**config.mk**
```make
export PLATFORM = sky130hd
export DESIGN_NAME = twinkle_star_pixel_generator_flat
export DESIGN_NICKNAME = d
export VERILOG_FILES = /design/src/rtl/core/tspg_pkg.sv /design/src/rtl/core/tspg_if.sv /design/src/rtl/core/tspg_front.sv /design/src/rtl/core/tspg_queue.sv /design/src/rtl/core/tspg_back.sv /design/src/rtl/core/twinkle_star_pixel_generator.sv /design/src/flat_wrapper.sv
export SDC_FILE = /design/constraint.sdc
export NUM_CORES = 1
export LEC_CHECK = 0
export BUFFER_PORTS_ARGS = -buffer_cell sky130_fd_sc_hd__buf_2
export CORE_UTILIZATION = 35
export DETAILED_ROUTE_END_ITERATION = 16
export PLACE_DENSITY = 0.52
export SKIP_CTS_REPAIR_TIMING = 1
export SYNTH_ARGS = -nofsm -noshare
export SYNTH_HDL_FRONTEND = slang
export SYNTH_SLANG_ARGS = --single-unit
export TNS_END_PERCENT = 20
```
**constraint.sdc**
```tcl
create_clock -name clk -period 34.9 [get_ports clk]
set_input_delay 8.725 -clock clk [delete_from_list [all_inputs] [get_ports clk]]
set_output_delay 8.725 -clock clk [all_outputs]
set_load 0.1 [all_outputs]
```
**src/rtl/core/tspg_pkg.sv**
```systemverilog
`timescale 1ns / 1ps
package tspg_pkg;

  // grid and star count
  localparam int COLUMNS     = 16;
  localparam int ROWS        = 16;
  localparam int STARS       = 16;
  localparam int MAX_RESULTS = 16;
  localparam int STAR_COUNT  = (STARS < MAX_RESULTS) ? STARS : MAX_RESULTS;
  localparam int STAR_CNT_W  = (STAR_COUNT > 1) ? $clog2(STAR_COUNT) : 1;

  // field widths
  localparam int PHASE_W  = 32;
  localparam int SPEED_W  = 10;
  localparam int COORD_W  = 4;
  localparam int COLOUR_W = 8;

  // wave position is taken mod 512
  localparam int BASE_W = 9;

  // phase divisor 400/sp + 1 lies in 2..41
  localparam int DIVR_W = 6;

  // config register map
  localparam int           CFG_ADDR_W     = 3;
  localparam logic         REG_SPEED      = 1'b0;
  localparam logic [SPEED_W-1:0] SPEED_RESET = 10'd100;

  // front/back queue
  localparam int QUEUE_DEPTH = 2;
  localparam int QPTR_W      = $clog2(QUEUE_DEPTH);
  localparam int QCNT_W      = $clog2(QUEUE_DEPTH + 1);

  typedef struct packed {
    logic [PHASE_W-1:0] phase;
    logic [BASE_W-1:0]  base;
  } tspg_job_t;

  typedef struct packed {
    logic [COORD_W-1:0]  pixel_x;
    logic [COORD_W-1:0]  pixel_y;
    logic [COLOUR_W-1:0] red;
    logic [COLOUR_W-1:0] green;
    logic [COLOUR_W-1:0] blue;
    logic                last_star;
  } tspg_pixel_t;

endpackage

```
**src/rtl/core/tspg_if.sv**
```systemverilog
`timescale 1ns / 1ps
interface tspg_in_if import tspg_pkg::*; ();
  logic               valid;
  logic               ready;
  logic [PHASE_W-1:0] frame_phase;

  modport source (output valid, output frame_phase, input ready);
  modport sink (input valid, input frame_phase, output ready);
endinterface

interface tspg_out_if import tspg_pkg::*; ();
  logic                valid;
  logic                ready;
  logic [COORD_W-1:0]  pixel_x;
  logic [COORD_W-1:0]  pixel_y;
  logic [COLOUR_W-1:0] red;
  logic [COLOUR_W-1:0] green;
  logic [COLOUR_W-1:0] blue;
  logic                last_star;

  modport source (output valid, output pixel_x, output pixel_y, output red,
                  output green, output blue, output last_star, input ready);
  modport sink (input valid, input pixel_x, input pixel_y, input red,
                input green, input blue, input last_star, output ready);
endinterface

```
**src/rtl/core/tspg_front.sv**
```systemverilog
`timescale 1ns / 1ps
module tspg_front import tspg_pkg::*; (
  input  logic               clk,
  input  logic               rst_n,
  input  logic [SPEED_W-1:0] speed_percent,
  input  logic               in_valid,
  output logic               in_ready,
  input  logic [PHASE_W-1:0] in_phase,
  output logic               job_valid,
  input  logic               job_ready,
  output tspg_job_t          job
);

  localparam int SPEED_MIN  = 10;
  localparam int SPEED_MAX  = 300;
  localparam int WAVE_SPAN  = 400;
  localparam int SP_W       = 9;
  localparam int QUO_W      = 6;
  localparam int ACC_W      = SP_W + QUO_W - 1;
  localparam int DIV_STEP   = 4;
  localparam int DIV_ITER   = PHASE_W / DIV_STEP;
  localparam int DIV_CNT_W  = $clog2(DIV_ITER);

  typedef enum logic [2:0] {
    FE_IDLE = 3'b001,
    FE_DIV  = 3'b010,
    FE_DONE = 3'b100
  } fe_state_t;

  // 400/clamp(sp) + 1, restoring division over six narrow steps
  function automatic logic [DIVR_W-1:0] speed_divisor(input logic [SPEED_W-1:0] sp);
    logic [SP_W-1:0]  spc;
    logic [ACC_W-1:0] acc;
    logic [ACC_W-1:0] den;
    logic [QUO_W-1:0] quo;
    if (sp < SPEED_W'(SPEED_MIN)) begin
      spc = SP_W'(SPEED_MIN);
    end else if (sp > SPEED_W'(SPEED_MAX)) begin
      spc = SP_W'(SPEED_MAX);
    end else begin
      spc = sp[SP_W-1:0];
    end
    acc = ACC_W'(WAVE_SPAN);
    quo = '0;
    for (int k = QUO_W - 1; k >= 0; k--) begin
      den = ACC_W'(spc) << k;
      if (acc >= den) begin
        acc    = acc - den;
        quo[k] = 1'b1;
      end
    end
    return DIVR_W'(quo + QUO_W'(1));
  endfunction

  fe_state_t             state_r, state_nxt;
  logic                  hold_valid_r, hold_valid_nxt;
  logic [PHASE_W-1:0]    hold_phase_r;
  logic [PHASE_W-1:0]    phase_r;
  logic [PHASE_W-1:0]    quo_r, quo_w;
  logic [DIVR_W-1:0]     rem_r, rem_w;
  logic [DIVR_W-1:0]     divisor_r;
  logic [DIV_CNT_W-1:0]  cnt_r;
  logic                  load;

  assign in_ready  = !hold_valid_r;
  assign job_valid = (state_r == FE_DIV) ? 1'b0 : (state_r == FE_DONE);
  assign job.phase = phase_r;
  assign job.base  = quo_r[BASE_W-1:0];
  assign load      = (state_r == FE_IDLE) && hold_valid_r;

  // four quotient bits per cycle
  always_comb begin
    logic [DIVR_W:0] rem_ext;
    rem_w = rem_r;
    quo_w = quo_r;
    for (int j = 0; j < DIV_STEP; j++) begin
      rem_ext = {rem_w, quo_w[PHASE_W-1]};
      quo_w   = {quo_w[PHASE_W-2:0], 1'b0};
      if (rem_ext >= {1'b0, divisor_r}) begin
        rem_ext  = rem_ext - {1'b0, divisor_r};
        quo_w[0] = 1'b1;
      end
      rem_w = rem_ext[DIVR_W-1:0];
    end
  end

  always_comb begin
    state_nxt      = state_r;
    hold_valid_nxt = hold_valid_r;
    if (in_valid && in_ready) begin
      hold_valid_nxt = 1'b1;
    end else if (load) begin
      hold_valid_nxt = 1'b0;
    end
    unique case (state_r)
      FE_IDLE: begin
        if (hold_valid_r) begin
          state_nxt = FE_DIV;
        end
      end
      FE_DIV: begin
        if (cnt_r == DIV_CNT_W'(DIV_ITER - 1)) begin
          state_nxt = FE_DONE;
        end
      end
      FE_DONE: begin
        if (job_ready) begin
          state_nxt = FE_IDLE;
        end
      end
      default: state_nxt = FE_IDLE;
    endcase
  end

  always_ff @(posedge clk) begin
    if (!rst_n) begin
      state_r      <= FE_IDLE;
      hold_valid_r <= 1'b0;
    end else begin
      state_r      <= state_nxt;
      hold_valid_r <= hold_valid_nxt;
    end
  end

  always_ff @(posedge clk) begin
    divisor_r <= speed_divisor(speed_percent);
    if (in_valid && in_ready) begin
      hold_phase_r <= in_phase;
    end
    if (load) begin
      phase_r <= hold_phase_r;
      quo_r   <= hold_phase_r;
      rem_r   <= '0;
      cnt_r   <= '0;
    end else if (state_r == FE_DIV) begin
      quo_r <= quo_w;
      rem_r <= rem_w;
      cnt_r <= cnt_r + DIV_CNT_W'(1);
    end
  end

endmodule

```
**src/rtl/core/tspg_queue.sv**
```systemverilog
`timescale 1ns / 1ps
module tspg_queue import tspg_pkg::*; (
  input  logic      clk,
  input  logic      rst_n,
  input  logic      push_valid,
  output logic      push_ready,
  input  tspg_job_t push_job,
  output logic      pop_valid,
  input  logic      pop_ready,
  output tspg_job_t pop_job
);

  tspg_job_t          slot_r [QUEUE_DEPTH];
  logic [QPTR_W-1:0]  wr_ptr_r;
  logic [QPTR_W-1:0]  rd_ptr_r;
  logic [QCNT_W-1:0]  count_r;
  logic               push;
  logic               pop;

  assign push_ready = (count_r < QCNT_W'(QUEUE_DEPTH));
  assign pop_valid  = (count_r != '0);
  assign pop_job    = slot_r[rd_ptr_r];
  assign push       = push_valid && push_ready;
  assign pop        = pop_valid && pop_ready;

  always_ff @(posedge clk) begin
    if (!rst_n) begin
      wr_ptr_r <= '0;
      rd_ptr_r <= '0;
      count_r  <= '0;
    end else begin
      if (push) begin
        wr_ptr_r <= (wr_ptr_r == QPTR_W'(QUEUE_DEPTH - 1)) ? '0 : wr_ptr_r + QPTR_W'(1);
      end
      if (pop) begin
        rd_ptr_r <= (rd_ptr_r == QPTR_W'(QUEUE_DEPTH - 1)) ? '0 : rd_ptr_r + QPTR_W'(1);
      end
      if (push && !pop) begin
        count_r <= count_r + QCNT_W'(1);
      end else if (pop && !push) begin
        count_r <= count_r - QCNT_W'(1);
      end
    end
  end

  always_ff @(posedge clk) begin
    if (push) begin
      slot_r[wr_ptr_r] <= push_job;
    end
  end

endmodule

```
**src/rtl/core/tspg_back.sv**
```systemverilog
`timescale 1ns / 1ps
module tspg_back import tspg_pkg::*; (
  input  logic        clk,
  input  logic        rst_n,
  input  logic        job_valid,
  output logic        job_ready,
  input  tspg_job_t   job,
  output logic        out_valid,
  input  logic        out_ready,
  output tspg_pixel_t out_pixel
);

  localparam logic [PHASE_W-1:0]  SEED_MASK  = 32'hA53C9E21;
  localparam logic [COLOUR_W-1:0] SATURATION = 8'd180;
  localparam logic [COLOUR_W-1:0] FULL       = 8'd255;
  localparam int                  HUE_SECTOR = 43;

  typedef enum logic [2:0] {
    HUE_RY = 3'd0,
    HUE_YG = 3'd1,
    HUE_GC = 3'd2,
    HUE_CB = 3'd3,
    HUE_BM = 3'd4,
    HUE_MR = 3'd5
  } hue_region_t;

  function automatic logic [PHASE_W-1:0] xorshift(input logic [PHASE_W-1:0] s);
    logic [PHASE_W-1:0] t;
    t = s ^ (s << 13);
    t = t ^ (t >> 17);
    t = t ^ (t << 5);
    return t;
  endfunction

  // floor(x/255), exact for x below 65280
  function automatic logic [COLOUR_W-1:0] div255(input logic [15:0] x);
    logic [16:0] sum;
    sum = {1'b0, x} + 17'd1 + {9'd0, x[15:8]};
    return sum[15:8];
  endfunction

  function automatic logic [COLOUR_W-1:0] triangle(input logic [BASE_W-1:0] p);
    return p[BASE_W-1] ? ~p[COLOUR_W-1:0] : p[COLOUR_W-1:0];
  endfunction

  logic en;

  // star generator
  logic                  gen_active_r;
  logic [PHASE_W-1:0]    seed_r;
  logic [BASE_W-1:0]     base_r;
  logic [STAR_CNT_W-1:0] idx_r;
  logic                  gen_last;
  logic [PHASE_W-1:0]    seed_step;

  // S1: raw random word
  logic                  s1_valid_r;
  logic [PHASE_W-1:0]    s1_rnd_r;
  logic [BASE_W-1:0]     s1_base_r;
  logic                  s1_last_r;

  // S2: position, value, hue region
  logic                  s2_valid_r;
  logic [COORD_W-1:0]    s2_x_r, s2_y_r;
  logic [COLOUR_W-1:0]   s2_v_r;
  hue_region_t           s2_region_r;
  logic [COLOUR_W-1:0]   s2_rem_r;
  logic                  s2_last_r;

  // S3: saturation products
  logic                  s3_valid_r;
  logic [COORD_W-1:0]    s3_x_r, s3_y_r;
  logic [COLOUR_W-1:0]   s3_v_r;
  hue_region_t           s3_region_r;
  logic [15:0]           s3_sq_r, s3_st_r, s3_sp_r;
  logic                  s3_last_r;

  // S4: value products
  logic                  s4_valid_r;
  logic [COORD_W-1:0]    s4_x_r, s4_y_r;
  logic [COLOUR_W-1:0]   s4_v_r, s4_pl_r;
  hue_region_t           s4_region_r;
  logic [15:0]           s4_mq_r, s4_mt_r;
  logic                  s4_last_r;

  logic                  out_valid_r;
  tspg_pixel_t           out_pixel_r;

  // S1 comb
  logic [COLOUR_W-1:0]   s1_hue;
  logic [COLOUR_W-1:0]   s1_hbase;
  hue_region_t           s1_region;
  logic [BASE_W-1:0]     s1_pos;
  // S3 comb
  logic [COLOUR_W-1:0]   s3_aq, s3_at;
  // S4 comb
  logic [COLOUR_W-1:0]   s4_q, s4_t;
  tspg_pixel_t           pix_nxt;

  assign en        = !out_valid_r || out_ready;
  assign gen_last  = (idx_r == STAR_CNT_W'(STAR_COUNT - 1));
  assign seed_step = xorshift(seed_r);
  assign job_ready = en && (!gen_active_r || gen_last);
  assign out_valid = out_valid_r;
  assign out_pixel = out_pixel_r;

  always_comb begin
    s1_hue = s1_rnd_r[PHASE_W-1 -: COLOUR_W];
    s1_pos = s1_base_r + s1_rnd_r[16 +: BASE_W];
    if (s1_hue >= COLOUR_W'(5 * HUE_SECTOR)) begin
      s1_region = HUE_MR;
      s1_hbase  = COLOUR_W'(5 * HUE_SECTOR);
    end else if (s1_hue >= COLOUR_W'(4 * HUE_SECTOR)) begin
      s1_region = HUE_BM;
      s1_hbase  = COLOUR_W'(4 * HUE_SECTOR);
    end else if (s1_hue >= COLOUR_W'(3 * HUE_SECTOR)) begin
      s1_region = HUE_CB;
      s1_hbase  = COLOUR_W'(3 * HUE_SECTOR);
    end else if (s1_hue >= COLOUR_W'(2 * HUE_SECTOR)) begin
      s1_region = HUE_GC;
      s1_hbase  = COLOUR_W'(2 * HUE_SECTOR);
    end else if (s1_hue >= COLOUR_W'(HUE_SECTOR)) begin
      s1_region = HUE_YG;
      s1_hbase  = COLOUR_W'(HUE_SECTOR);
    end else begin
      s1_region = HUE_RY;
      s1_hbase  = '0;
    end
  end

  assign s3_aq = div255(s3_sq_r);
  assign s3_at = div255(s3_st_r);
  assign s4_q  = div255(s4_mq_r);
  assign s4_t  = div255(s4_mt_r);

  always_comb begin
    pix_nxt.pixel_x   = s4_x_r;
    pix_nxt.pixel_y   = s4_y_r;
    pix_nxt.last_star = s4_last_r;
    case (s4_region_r)
      HUE_YG: begin
        pix_nxt.red = s4_q;    pix_nxt.green = s4_v_r;  pix_nxt.blue = s4_pl_r;
      end
      HUE_GC: begin
        pix_nxt.red = s4_pl_r; pix_nxt.green = s4_v_r;  pix_nxt.blue = s4_t;
      end
      HUE_CB: begin
        pix_nxt.red = s4_pl_r; pix_nxt.green = s4_q;    pix_nxt.blue = s4_v_r;
      end
      HUE_BM: begin
        pix_nxt.red = s4_t;    pix_nxt.green = s4_pl_r; pix_nxt.blue = s4_v_r;
      end
      HUE_MR: begin
        pix_nxt.red = s4_v_r;  pix_nxt.green = s4_pl_r; pix_nxt.blue = s4_q;
      end
      default: begin
        pix_nxt.red = s4_v_r;  pix_nxt.green = s4_t;    pix_nxt.blue = s4_pl_r;
      end
    endcase
  end

  // control
  always_ff @(posedge clk) begin
    if (!rst_n) begin
      gen_active_r <= 1'b0;
      s1_valid_r   <= 1'b0;
      s2_valid_r   <= 1'b0;
      s3_valid_r   <= 1'b0;
      s4_valid_r   <= 1'b0;
      out_valid_r  <= 1'b0;
    end else if (en) begin
      if (job_valid && job_ready) begin
        gen_active_r <= 1'b1;
      end else if (gen_active_r && gen_last) begin
        gen_active_r <= 1'b0;
      end
      s1_valid_r  <= gen_active_r;
      s2_valid_r  <= s1_valid_r;
      s3_valid_r  <= s2_valid_r;
      s4_valid_r  <= s3_valid_r;
      out_valid_r <= s4_valid_r;
    end
  end

  // datapath; products are formed at full 16-bit width
  always_ff @(posedge clk) begin
    if (en) begin
      if (job_valid && job_ready) begin
        seed_r <= SEED_MASK ^ job.phase;
        base_r <= job.base;
        idx_r  <= '0;
      end else if (gen_active_r) begin
        seed_r <= seed_step;
        idx_r  <= idx_r + STAR_CNT_W'(1);
      end
      s1_rnd_r  <= seed_step;
      s1_base_r <= base_r;
      s1_last_r <= gen_last;

      s2_x_r      <= COORD_W'(s1_rnd_r % COLUMNS);
      s2_y_r      <= COORD_W'((s1_rnd_r / COLUMNS) % ROWS);
      s2_v_r      <= triangle(s1_pos);
      s2_region_r <= s1_region;
      s2_rem_r    <= COLOUR_W'(6 * (s1_hue - s1_hbase));
      s2_last_r   <= s1_last_r;

      s3_x_r      <= s2_x_r;
      s3_y_r      <= s2_y_r;
      s3_v_r      <= s2_v_r;
      s3_region_r <= s2_region_r;
      s3_sq_r     <= {8'd0, SATURATION} * {8'd0, s2_rem_r};
      s3_st_r     <= {8'd0, SATURATION} * {8'd0, FULL - s2_rem_r};
      s3_sp_r     <= {8'd0, s2_v_r} * {8'd0, FULL - SATURATION};
      s3_last_r   <= s2_last_r;

      s4_x_r      <= s3_x_r;
      s4_y_r      <= s3_y_r;
      s4_v_r      <= s3_v_r;
      s4_pl_r     <= div255(s3_sp_r);
      s4_region_r <= s3_region_r;
      s4_mq_r     <= {8'd0, s3_v_r} * {8'd0, FULL - s3_aq};
      s4_mt_r     <= {8'd0, s3_v_r} * {8'd0, FULL - s3_at};
      s4_last_r   <= s3_last_r;

      out_pixel_r <= pix_nxt;
    end
  end

endmodule

```
**src/rtl/core/twinkle_star_pixel_generator.sv**
```systemverilog
`timescale 1ns / 1ps
// Channel   Dir  Handshake             Word
// in_chan   in   valid/ready           frame_phase[31:0]
// out_chan  out  valid/ready           pixel_x, pixel_y, red, green, blue, last_star
// cfg (APB) in   psel/penable/pready   speed_percent at byte address 0
//
// Rate: STAR_COUNT (16) words a frame, one a cycle unless out_chan stalls, frames
//   back to back; the star generator, one xorshift step per word, sets this.
// Front: a load state, then the phase divider (4 quotient bits a cycle), then
//   the job waits in a 2-deep queue; the back runs it through S1-S4 to out_pixel_r.
// Reset: synchronous, active low; speed_percent returns to 100. No clearing pass.
// Stalls: a held word freezes only the star pipeline; the front fills the queue.
module twinkle_star_pixel_generator import tspg_pkg::*; (
  input  logic                  clk,
  input  logic                  rst_n,
  tspg_in_if.sink               in_chan,
  tspg_out_if.source            out_chan,
  input  logic                  psel,
  input  logic                  penable,
  input  logic                  pwrite,
  input  logic [CFG_ADDR_W-1:0] paddr,
  input  logic [31:0]           pwdata,
  output logic [31:0]           prdata,
  output logic                  pready
);

  // speed register; the front clamps it and derives its divisor in a register
  logic [SPEED_W-1:0] speed_r;
  logic               cfg_write;

  // front -> queue
  logic               fq_valid, fq_ready;
  tspg_job_t          fq_job;
  // queue -> back
  logic               qb_valid, qb_ready;
  tspg_job_t          qb_job;
  // back -> port
  tspg_pixel_t        pixel;

  assign pready    = 1'b1;
  assign cfg_write = psel && penable && pwrite && pready;
  // paddr[2] picks the register; low bits are byte offset
  assign prdata    = (paddr[2] == REG_SPEED) ? {{(32 - SPEED_W){1'b0}}, speed_r} : '0;

  always_ff @(posedge clk) begin
    if (!rst_n) begin
      speed_r <= SPEED_RESET;
    end else if (cfg_write && (paddr[2] == REG_SPEED)) begin
      speed_r <= pwdata[SPEED_W-1:0];
    end
  end

  tspg_front u_front (
    .clk           (clk),
    .rst_n         (rst_n),
    .speed_percent (speed_r),
    .in_valid      (in_chan.valid),
    .in_ready      (in_chan.ready),
    .in_phase      (in_chan.frame_phase),
    .job_valid     (fq_valid),
    .job_ready     (fq_ready),
    .job           (fq_job)
  );

  // decouples the divider from the star pipeline
  tspg_queue u_queue (
    .clk        (clk),
    .rst_n      (rst_n),
    .push_valid (fq_valid),
    .push_ready (fq_ready),
    .push_job   (fq_job),
    .pop_valid  (qb_valid),
    .pop_ready  (qb_ready),
    .pop_job    (qb_job)
  );

  tspg_back u_back (
    .clk       (clk),
    .rst_n     (rst_n),
    .job_valid (qb_valid),
    .job_ready (qb_ready),
    .job       (qb_job),
    .out_valid (out_chan.valid),
    .out_ready (out_chan.ready),
    .out_pixel (pixel)
  );

  assign out_chan.pixel_x   = pixel.pixel_x;
  assign out_chan.pixel_y   = pixel.pixel_y;
  assign out_chan.red       = pixel.red;
  assign out_chan.green     = pixel.green;
  assign out_chan.blue      = pixel.blue;
  assign out_chan.last_star = pixel.last_star;

endmodule

```
**src/flat_wrapper.sv**
```systemverilog
// flat-port wrapper written by rule: the top's interface ports become plain ports
module twinkle_star_pixel_generator_flat import tspg_pkg::*;
  (clk, rst_n, psel, penable, pwrite, paddr, pwdata, prdata, pready, in_chan_valid, in_chan_frame_phase, in_chan_ready, out_chan_valid, out_chan_pixel_x, out_chan_pixel_y, out_chan_red, out_chan_green, out_chan_blue, out_chan_last_star, out_chan_ready);
  tspg_in_if in_chan_i ();
  tspg_out_if out_chan_i ();
  input  logic clk;
  input  logic rst_n;
  input  logic psel;
  input  logic penable;
  input  logic pwrite;
  input  logic [CFG_ADDR_W-1:0] paddr;
  input  logic [31:0] pwdata;
  output logic [31:0] prdata;
  output logic pready;
  input wire logic [$bits(in_chan_i.valid)-1:0] in_chan_valid;
  input wire logic [$bits(in_chan_i.frame_phase)-1:0] in_chan_frame_phase;
  output wire logic [$bits(in_chan_i.ready)-1:0] in_chan_ready;
  output wire logic [$bits(out_chan_i.valid)-1:0] out_chan_valid;
  output wire logic [$bits(out_chan_i.pixel_x)-1:0] out_chan_pixel_x;
  output wire logic [$bits(out_chan_i.pixel_y)-1:0] out_chan_pixel_y;
  output wire logic [$bits(out_chan_i.red)-1:0] out_chan_red;
  output wire logic [$bits(out_chan_i.green)-1:0] out_chan_green;
  output wire logic [$bits(out_chan_i.blue)-1:0] out_chan_blue;
  output wire logic [$bits(out_chan_i.last_star)-1:0] out_chan_last_star;
  input wire logic [$bits(out_chan_i.ready)-1:0] out_chan_ready;
  assign in_chan_i.valid = in_chan_valid;
  assign in_chan_i.frame_phase = in_chan_frame_phase;
  assign in_chan_ready = in_chan_i.ready;
  assign out_chan_valid = out_chan_i.valid;
  assign out_chan_pixel_x = out_chan_i.pixel_x;
  assign out_chan_pixel_y = out_chan_i.pixel_y;
  assign out_chan_red = out_chan_i.red;
  assign out_chan_green = out_chan_i.green;
  assign out_chan_blue = out_chan_i.blue;
  assign out_chan_last_star = out_chan_i.last_star;
  assign out_chan_i.ready = out_chan_ready;
  twinkle_star_pixel_generator u_core (.clk(clk), .rst_n(rst_n), .in_chan(in_chan_i), .out_chan(out_chan_i), .psel(psel), .penable(penable), .pwrite(pwrite), .paddr(paddr), .pwdata(pwdata), .prdata(prdata), .pready(pready));
endmodule
```
Yosys cells after proc, flatten, opt, wreduce, memory -nomap -nowiden
Memory sizes are Yosys's and may differ from the RTL's. A register that Yosys moved wholly into a read port is not among the register bits. Index checks and enable logic that the tools add are counted.

Register bits: 404. Memory bits (writable): 82. Output and inout bits: 68. Memories: 1.

Add/subtract/negate cells: 31. $mul: 6. Order comparisons: 18. Equal/unequal tests: 13. Mux-type cells: 55. Bitwise logic cells: 6. Reduce and logical (&&, ||, !) cells: 29.

Memory list: u_core.u_queue.slot_r (depth 2, bits a word 41, rd ports 1, clocked after Yosys merged registers in 1, write ports 1, line tspg_queue.sv:13) `tspg_job_t slot_r [QUEUE_DEPTH];`.

Operators with widths (count): $mux 32 (4); $pmux 24 s5 (1); $mux 14 (5); $add 16x1->16 const B (4); $add 16x8->16 (4); $xor 32x32->32 (2); $mul 2x32->7 const A (1); $mul 8x8->16 (2); $mux 8 (4); $xor 32x15->32 (1); $mux 6 (5); $ge 7x6->1 (4); $ge 8x8->1 const B (3); $sub 6x6->6 (4); $sub 8x8->8 const A (3); $mux 1 (23); $mux 9 (2); $add 15x1->16 const B (1); $add 16x7->16 (1); $mul 8x7->15 const B (1); $not 15->15 (1); $ge 14x10->1 (1); $ge 14x11->1 (1); $ge 14x12->1 (1); 44 further kinds (79).

Depth between registers and ports, before layout
Gate-level depths: netlist (run 1).

Word-level depth: 16. Depth in mapped cells: 58. Depth with buffers taken out: 52.

By module
From an unflattened synthesis (run 1), not the netlist that was laid out.

Cells, all modules: 2759. Area, all modules: 30724.5 um^2.

Modules (own cells, without submodules): tspg_back (times used 1, cells an instance 1633, area an instance 18574.1 um^2); tspg_front (times used 1, cells an instance 895, area an instance 8310.5 um^2); tspg_queue (times used 1, cells an instance 151, area an instance 3174.3 um^2); twinkle_star_pixel_generator (times used 1, cells an instance 80, area an instance 665.6 um^2).

Worst setup path after synthesis (run 1)
No wires, ideal clock.

Kind: in2out. From: in paddr[2]. To: out prdata[1]. Arrival time: 10.258 ns. Data required time: 26.175 ns. Slack: 15.917 ns. Stages on the path: 2. Path buffers: 1. Cell sequence: clkbuf_1 -> nor2b_1.

Word-level cells in the longest chain between the ends: 1.

Ends and longest elaborated chain: from (decl) (line flat_wrapper.sv:11) `input logic [CFG_ADDR_W-1:0] paddr;`; $mux 10 (line twinkle_star_pixel_generator.sv:43) `assign prdata = (paddr[2] == REG_SPEED) ? {{(32 - SPEED_W){1'b0}}, speed_r} : '0;`; to (decl) (line flat_wrapper.sv:13) `output logic [31:0] prdata;`.

Every way passes these cells.

Worst setup path in the final report (run 1)
From: in paddr[2]. To: out prdata[8].

The elaborated chain is that of the path after synthesis.

==> results of run 1 <==
cells by family (layout without fill, tap and decap cells):
| kind of cell | after synthesis | after routing | share of synthesized area, % |
|---|---|---|---|
| other cells | 2 | 25 | 0.0251 |
| xor+xnor | 208 | 208 | 6.09 |
| mux | 89 | 89 | 3.29 |
| fa+ha+maj | 380 | 380 | 18.5 |
| simple gates | 674 | 674 | 10.8 |
| compound gates | 471 | 471 | 10.1 |
| flops | 476 | 476 | 46.4 |
| buf+inv | 350 | 484 | 4.73 |
flip-flops by register name, summed over array words and instances (netlist names), 7 cells and up, named ones only:
signal	flops
u_core.u_front.hold_phase_r	32
u_core.u_queue.slot_r	82
u_core.u_back.s3_sp_r	14
u_core.u_back.s4_pl_r	8
u_core.u_back.s3_st_r	13
u_core.u_back.s4_mt_r	16
u_core.u_back.s4_v_r	8
u_core.u_back.s3_sq_r	12
u_core.u_back.base_r	9
u_core.u_back.s2_v_r	8
u_core.u_back.s1_rnd_r	24
u_core.u_front.quo_r	32
u_core.u_back.out_pixel	33
u_core.speed_r	10
u_core.u_back.s1_base_r	9
u_core.u_back.s3_v_r	8
u_core.u_back.seed_r	32
u_core.u_front.phase_r	32
u_core.u_back.s2_rem_r	7
u_core.u_back.s4_mq_r	16
worst max-delay path by stage:
stage | startpoint | end | slack [ns] | cells after the start
2_1_floorplan | paddr[2] | prdata[1] | 15.92 | 2
3_3_place_gp | paddr[2] | prdata[9] | 16.74 | 3
3_5_place_dp | paddr[2] | prdata[8] | 16.71 | 3
4_1_cts | paddr[2] | prdata[8] | 16.71 | 3
5_1_grt | paddr[2] | prdata[9] | 16.66 | 3
6_report | paddr[2] | prdata[8] | 16.72 | 3
routing by layer:
metal  up-vias  GRT usage [%]  wire length, µm
met5         -              0                0
li1       9464              -                -
met3       104           2.07             2040
met2       303           23.9            28500
met4         0           4.32             1630
met1      9181           18.0            27800
Yosys cell counts, types with 7 or more instances:
cell type / number / area, µm²
sky130_fd_sc_hd__o21ai_0: 95 / 475
sky130_fd_sc_hd__a31oi_1: 10 / 62.6
sky130_fd_sc_hd__mux2i_1: 43 / 430
sky130_fd_sc_hd__a21o_1: 43 / 323
sky130_fd_sc_hd__or2_2: 13 / 81.3
sky130_fd_sc_hd__mux2_2: 39 / 439
sky130_fd_sc_hd__nor3_1: 26 / 130
sky130_fd_sc_hd__inv_1: 268 / 1010
sky130_fd_sc_hd__buf_4: 25 / 188
sky130_fd_sc_hd__and3_1: 14 / 87.6
sky130_fd_sc_hd__o211ai_1: 14 / 105
sky130_fd_sc_hd__nand3_1: 21 / 105
sky130_fd_sc_hd__a211oi_1: 12 / 90.1
sky130_fd_sc_hd__a21boi_0: 27 / 203
sky130_fd_sc_hd__nand4_1: 18 / 113
sky130_fd_sc_hd__clkbuf_1: 46 / 173
sky130_fd_sc_hd__nor2_1: 138 / 518
sky130_fd_sc_hd__dfxtp_1: 40 / 801
sky130_fd_sc_hd__or3_1: 8 / 50.1
sky130_fd_sc_hd__and2_1: 62 / 388
sky130_fd_sc_hd__nor4_1: 7 / 43.8
sky130_fd_sc_hd__nand2_1: 270 / 1010
sky130_fd_sc_hd__xor2_1: 49 / 429
sky130_fd_sc_hd__a21oi_1: 152 / 761
sky130_fd_sc_hd__edfxtp_1: 436 / 13100
sky130_fd_sc_hd__o21bai_1: 19 / 143
sky130_fd_sc_hd__nand2b_1: 27 / 169
sky130_fd_sc_hd__nor2b_1: 42 / 263
sky130_fd_sc_hd__ha_1: 275 / 3440
sky130_fd_sc_hd__fa_1: 105 / 2100
sky130_fd_sc_hd__o21a_1: 38 / 285
sky130_fd_sc_hd__xnor2_1: 159 / 1390
final cells by class:
cell class	instances	area, µm²
Fill cell	8062	50500
Multi-Input combinational cell	1847	14700
Inverter	272	1030
Timing Repair Buffer	108	576
Clock inverter	43	547
Tap cell	1134	1420
Clock buffer	61	1400
Sequential cell	476	13900
layout by cell type (no fill, tap or decap), types with 8 or more instances in the layout:
master	Yosys	routed
sky130_fd_sc_hd__or3_1	8	8
sky130_fd_sc_hd__nand3_1	21	21
sky130_fd_sc_hd__xor2_1	49	49
sky130_fd_sc_hd__a21o_1	43	43
sky130_fd_sc_hd__and3_1	14	14
sky130_fd_sc_hd__inv_1	268	267
sky130_fd_sc_hd__xnor2_1	159	159
sky130_fd_sc_hd__nor2b_1	42	41
sky130_fd_sc_hd__nand2b_1	27	27
sky130_fd_sc_hd__o21a_1	38	38
sky130_fd_sc_hd__edfxtp_1	436	436
sky130_fd_sc_hd__nor2_1	138	138
sky130_fd_sc_hd__o211ai_1	14	14
sky130_fd_sc_hd__and2_1	62	61
sky130_fd_sc_hd__dfxtp_1	40	39
sky130_fd_sc_hd__nand2_1	270	270
sky130_fd_sc_hd__nor3_1	26	26
sky130_fd_sc_hd__mux2_2	39	39
sky130_fd_sc_hd__mux2i_1	43	43
sky130_fd_sc_hd__buf_4	25	14
sky130_fd_sc_hd__conb_1	2	25
sky130_fd_sc_hd__o21ai_0	95	95
sky130_fd_sc_hd__clkinv_2	1	10
sky130_fd_sc_hd__a21boi_0	27	27
sky130_fd_sc_hd__a31oi_1	10	10
sky130_fd_sc_hd__nand4_1	18	18
sky130_fd_sc_hd__clkinv_1	1	14
sky130_fd_sc_hd__clkbuf_16	0	55
sky130_fd_sc_hd__o21bai_1	19	19
sky130_fd_sc_hd__buf_2	0	94
sky130_fd_sc_hd__a21oi_1	152	151
sky130_fd_sc_hd__or2_2	13	13
sky130_fd_sc_hd__a211oi_1	12	12
sky130_fd_sc_hd__ha_1	275	275
sky130_fd_sc_hd__fa_1	105	105
sky130_fd_sc_hd__bufinv_16	0	10
power by group through the flow:
stage / combinational [mW] / clock, mW / sequential (mW)
2_1_floorplan: 0.701 / 0 / 0.664
3_3_place_gp: 0.874 / 0 / 0.667
3_5_place_dp: 0.897 / 0 / 0.668
4_1_cts: 0.907 / 0.623 / 0.656
5_1_grt: 1.02 / 0.646 / 0.658
6_report: 0.911 / 0.605 / 0.656
worst max-delay path: cells and delay by family:
family	cells	cell delay [ns]
AND/OR/NAND/NOR	1	0.13
buffers and inverters	2	0.59
==> results, run 1 <==
- The repair_antennas step left the layout with diodes totalling 0.
- The minimum setup slack in the final design is between 15 and 20 ns.
- For this run, asynchronously set or reset flops after synthesis account for 0%.
- The non-filler instance count after layout is about 3900.
- The completed layout was analyzed and its total power is about 2.2 mW.
- The setup clock skew after layout is 0.0694 ns.
- The critical register-to-register path startpoint is u_core.speed_r[4]$_SDFFE_PN0P_.
- The worst voltage drop across the vdd grid is 0.161 mV.
- CTS saw 476 sinks.
- The clock buffer count from CTS is between 50 and 60.
- Timing would allow up to around 55 MHz.
- The critical path endpoint category is an output port.
- The Yosys step of the flow raised 0 warnings.
- The power density over the cells is around 65 nW/µm².
- Of the synthesized area, sequential elements account for 46.4%.
- The deepest clock path buffer count is 3.
- The mean post-synth cell area is ~11 µm².
- In the synthesized netlist the dominant register cell turns out to be sky130_fd_sc_hd__edfxtp_1.
- The die is 294 µm tall.
- The total DRC errors in the routed layout is 0.
- The placed instances occupy a cell area of 31700 µm².
- The cell sitting at the root of the clock tree is a sky130_fd_sc_hd__clkbuf_16.
- The synthesized netlist cell count is around 2700.
- The tightest hold path in the finished design has a slack of around 0.42 ns.
- The first global-routing pass estimated slightly below 100 mm of wire.
- The detail route stage leaves a number of antenna-violating nets equal to 0.
- The congestion estimate from routability-driven global placement came to between 0.8 and 0.9.
- The critical path goes through buf_2, nor2b_1, buf_2.
- At the later pin of the worst-skew pair, clock insertion delay measures roughly 0.64 ns.
- The aggregate global routing overflow is 0.
- The number of instances on the worst hold path is 0.
- The post-synthesis cell type count is just under 90.
- The via count of the first global-routing pass is a little under 20000.
- In this run, synthesis inferred 436 flip-flops with an integrated enable.
- The total global routing track utilization is roughly 14%.
- The switching power total is around 0.78 mW.
- The internal power of the cells totals 1.39 mW.
- After detailed routing, the number of vias per cell comes to 4.83.
- Headroom to the max-slew limit came out at between 20% and 30%.
- The total leakage power is 13.9 nW.
- Relative to the synthesized area, the layout overhead comes to 12.2%.
- The start-to-end type of the worst setup path is input port to output port.
- Buffers placed on the I/O ports in this run total 94.
- The power share of the sequential group is a little over 30%.
- The post-detailed-placement half-perimeter wirelength is roughly 44 mm.
- The fraction of power spent switching nets is 36.1%.
- Once placement completed, the tool counted placed cells totaling between 3000 and 4000.
- The I/O pin count is roughly 140.
- The run finished with clean final reports.
- The share of post-route cells with drive strength above 1 is approximately a tenth.
- Dividing the detail-routed wire length by the instance count gives between 15 and 20 µm.
- The sink of the worst hold path is u_core.u_back.s4_region_r[2]$_DFFE_PP_.
- For the pin with the worst max-slew slack, the measured transition is between 1 and 1.5 ns.
- The logic depth of the worst register-to-register path is 49.
- Summing all non-filler instances in the final layout gives an area of ~34000 µm².
- Before CTS, the worst setup slack after placement is approximately 17 ns.
- The path class of the tightest hold or removal check is flip-flop to flip-flop.
- Setup violations remaining at the end of the flow were counted as 0.
- The count of pins over their slew limit was 0.
- Among all stages on the critical path, the largest delay is contributed by sky130_fd_sc_hd__buf_2.
- The worst setup path is launched from an input port.
- The critical hold path startpoint is u_core.u_back.s3_region_r[2]$_DFFE_PP_.
- The initial antenna violation count is 0.
- Setup repair after global routing left no endpoint under its margin.
- For the final routed database, the setup TNS stands at 0 ns.
- Clock-pin slew was measured on the worst setup and hold paths at 0.06 ns.
- The required time of the critical path is 26.17 ns.
- The final-report hold violation count came to 0.
- The horizontal die dimension is about 290 µm.
- Per report_power, the clock group accounts for approximately 28% of the total.
- The area inside the core boundary is approximately 84000 µm².
- The worst reg-to-reg setup slack is around 22 ns.
- The utilization after layout is about two fifths.
- Summed over all layers, the routed wires come to 59.9 mm.
- The floorplan step defined a die boundary enclosing roughly 87000 µm².
- Once the floorplan was initialized, standard cells occupied 35.6% of the core.
- The most numerous cell type found on the critical path is sky130_fd_sc_hd__buf_2.
- The delay of the slowest cell on the worst path is between 0.4 and 0.5 ns.
- Row generation in the floorplan step produced 106 rows.
- The cell area after synthesis is around 30000 µm².
- Of all nets on the critical path, the largest fanout is 12.
- The reported max-cap violation count is 0.
- Synthesis inferred between 400 and 500 register bits.
- The pin count of the biggest net entering global routing is ~140.
- The arrival time of the worst setup path is 9.46 ns.
- TritonCTS built the clock tree.
- The worst path uses 52.1% of the clock period.
- The final critical path time including I/O delays and setup is about 18 ns.
- CTS built an H-tree with a depth of 2.
- The endpoint identified for the worst register-to-register timing path is u_core.u_front.divisor_r[4]$_DFF_P_.
- The final layout contains around 3200 nets.
- The routed via count is roughly 19000.
- The portion of total power attributed to combinational logic is between 40% and 50%.
- The number of DRC violations after detailed-routing iteration 0 is 929.
- Before antenna repair, the detailed router went through 5 iterations.
Power figures use the tool's default switching activity.
==> run 2: changes to the inputs <==
--- a/config.mk
+++ b/config.mk
@@ -8,7 +8,7 @@
 export BUFFER_PORTS_ARGS = -buffer_cell sky130_fd_sc_hd__buf_2
 export CORE_UTILIZATION = 35
 export DETAILED_ROUTE_END_ITERATION = 16
-export PLACE_DENSITY = 0.52
+export PLACE_DENSITY = 0.54
 export SKIP_CTS_REPAIR_TIMING = 1
 export SYNTH_ARGS = -nofsm -noshare
 export SYNTH_HDL_FRONTEND = slang
==> constraint.sdc (replaced) <==
create_clock -name clk -period 15.57 [get_ports clk]
set_input_delay 3.8925 -clock clk [delete_from_list [all_inputs] [get_ports clk]]
set_output_delay 3.8925 -clock clk [all_outputs]
set_load 0.1 [all_outputs]
==> results, run 2 (synthesized netlist as in run 1, its figures left out) <==
- The reported max-cap violation count was 0 (unchanged).
- The ratio of routed vias to standard cells is 4.82 (was 4.83).
- The number of setup violations in the final report came to 0 (unchanged).
- The clock sink count is 476 (unchanged).
- The number of flip-flops under the largest register name is 82 (unchanged).
- The critical path endpoint category is a flip-flop (was output port).
- The global-route wire length before repair was 99.2 mm (was 98.4 mm).
- The final critical path time including I/O delays and setup is about 13 ns.
- The remaining max-slew budget at the tightest pin is 27.4% (was 21.8%).
- The setup clock skew after layout was 0.0543 ns (was 0.0694 ns).
- Commonest cells after routing, fill and taps aside: 436 x sky130_fd_sc_hd__edfxtp_1, 275 x sky130_fd_sc_hd__ha_1, 270 x sky130_fd_sc_hd__nand2_1 (unchanged).
- The share of post-route cells with drive strength above 1 came to 9.76% (was 10.0%).
- The number of H-tree branching levels came to 2 (unchanged).
- The launching element type of the critical path is a flip-flop (was input port).
- The count of pins over their slew limit is 0 (unchanged).
- The start-to-end type of the worst setup path is flip-flop to flip-flop (was input port to output port).
- The number of antenna-violating nets in the routed design is 0 (unchanged).
- The cell with the largest stage delay on the worst path was sky130_fd_sc_hd__a211oi_2 (was sky130_fd_sc_hd__buf_2).
- The number of DRC violations after detailed-routing iteration 0 came to 1024 (was 929).
- The wire length reported by the detailed router is 60.2 mm (was 59.9 mm).
- The die area is 86700 µm² (unchanged).
- The final-report hold violation count was 0 (unchanged).
- The total DRC errors in the routed layout is 0 (unchanged).
- The clock root buffer master is sky130_fd_sc_hd__clkbuf_16 (unchanged).
- The weighted congestion at the end of routability-driven global placement is 0.813 (was 0.844).
- The clock insertion delay at the later pin of the skew report is 0.63 ns (was 0.64 ns).
- The required time of the critical path came to 16.07 ns (was 26.17 ns).
- The pin count of the biggest net entering global routing is 150 (was 143).
- The most common library cell in the layout ignoring fill and taps was sky130_fd_sc_hd__edfxtp_1 (unchanged).
- Unrepaired setup endpoints after global routing: no (unchanged).
- The total leakage power came to 13.8 nW (was 13.9 nW).
- The post-detailed-placement half-perimeter wirelength is 45.0 mm (was 44.5 mm).
- The kind of path behind the tightest hold check was flip-flop to flip-flop (unchanged).
- The aggregate global routing overflow came to 0 (unchanged).
- The most used cell along the critical path is sky130_fd_sc_hd__ha_1 (was sky130_fd_sc_hd__buf_2).
- The register bank with the most flops is u_core.u_queue.slot_r (unchanged).
- The initial antenna violation count is 0 (unchanged).
- The ratio of final minimum period to clock period is between 80% and 90%.
- The post-placement setup slack is 2.83 ns (was 16.71 ns).
- The area growth from synthesis to final layout is 11.4% (was 12.2%).
- The height of the chip is 294 µm (unchanged).
- The number of fill cells in the layout is 8118 (was 8062).
- The post-route setup TNS is 0 ns (unchanged).
- The TritonCTS clock tree is yes (unchanged).
- The slew at the pin closest to its max-slew limit was 1.08 ns (was 1.16 ns).
- The clock buffer count from CTS was 53 (was 55).
- The layout net count came to 3211 (was 3214).
- Timing would allow up to a little under 80 MHz.
- The I/O pin count came to 142 (unchanged).
- The via count of the first global-routing pass is 19500 (about the same).
- The initial standard-cell utilization of the core is 35.6% (unchanged).
- The deepest clock path buffer count is 3 (unchanged).
- The delay of the slowest cell on the worst path was 0.63 ns (was 0.43 ns).
- The horizontal die dimension is 294 µm (unchanged).
- The routed via count is 18900 (was 19100).
- Status: complete, no violations (unchanged).
- The worst voltage drop across the vdd grid is 0.662 mV (was 0.161 mV).
- The minimum setup slack in the final design is 2.66 ns (was 16.72 ns).
- The top fanout value on the critical path came to 17 (was 12).
- The row count is 106 (unchanged).
- The total global routing track utilization is 14.1% (was 13.9%).
- The arrival time of the worst setup path is 13.40 ns (was 9.46 ns).
- The number of antenna diodes is 0 (unchanged).
- The number of port buffers came to 94 (unchanged).
- The clock slew at the register clock pins of the worst setup and hold paths is 0.06 ns (about the same).
- The area inside the core boundary is 84100 µm² (unchanged).
- The final worst hold slack is 0.410 ns (was 0.416 ns).
- The power density over the cells is 142 nW/µm² (was 64.7 nW/µm²).
- The detailed-router iteration count before antenna repair is 5 (unchanged).
- The average detailed-routed wire length per instance is 15.3 µm (was 15.2 µm).
-- run 2: cell types whose count changed in the layout (fill, tap and decap cells not counted), sizes merged --
cell / before / now
clkbuf: 61 / 63
clkinv: 28 / 23
buf: 108 / 107
bufinv: 10 / 4
inv: 273 / 274
-- run 2: power by group --
group / switching (mW) / leakage (nW) / internal [mW]
Sequential: 0.0227 / 4.74 / 1.45
Combinational: 1.21 / 8.26 / 0.841
Clock: 0.516 / 0.830 / 0.705
-- run 2: metrics by stage --
stage                     total power, mW  instances  instance area (µm²)  utilization [%]
final                                4.74       3932                33400             39.7
after detailed placement             3.51       3836                31600             37.6
after global placement               3.46       3836                31600             37.6
after global routing                 5.04       3932                33400             39.7
after floorplan                      3.06       2673                30000                -
after CTS                            4.76       3932                33400             39.7
-- run 2: routing by layer --
layer	GRT usage, %	part of all wire, %	vias to the layer above
li1	-	-	9456
met1	18.0	46	9062
met2	24.6	48	332
met3	1.80	3.3	83
met4	4.33	2.6	0
met5	0	0	-
-- run 2: final cells by class --
type,count,area [µm²],area share (%)
multi-input cells,1847,14700,44.2
flip-flops and latches,476,13900,41.6
well taps,1134,1420,4.25
clock buffers,63,1380,4.15
inverters,272,1030,3.09
repair buffers,107,568,1.70
clock inverters,33,334,1.00
-- run 2: critical path, delay by kind of cell (launching register included) --
family / cells / cell delay, ns
buffers and inverters: 3 / 0.50
and+or+nand+nor: 16 / 4.53
xor gates and xnor gates: 1 / 0.06
DFF: 1 / 0.37
muxes: 2 / 0.72
adders and majority gates: 7 / 2.07
AOI/OAI and AO/OA: 17 / 4.52
-- run 2: worst paths after layout --
kind                                               start                                endpoint  slack (ns)  depth (start not counted)
setup / recovery          u_core.speed_r[4]$_SDFFE_PN0P_     u_core.u_front.divisor_r[4]$_DFF_P_        2.66                         46
hold / removal    u_core.u_back.s3_region_r[1]$_DFFE_PP_  u_core.u_back.s4_region_r[1]$_DFFE_PP_        0.41                          0
hold reg to reg   u_core.u_back.s3_region_r[1]$_DFFE_PP_  u_core.u_back.s4_region_r[1]$_DFFE_PP_        0.41                          0
setup reg to reg          u_core.speed_r[4]$_SDFFE_PN0P_     u_core.u_front.divisor_r[4]$_DFF_P_        2.66                         46
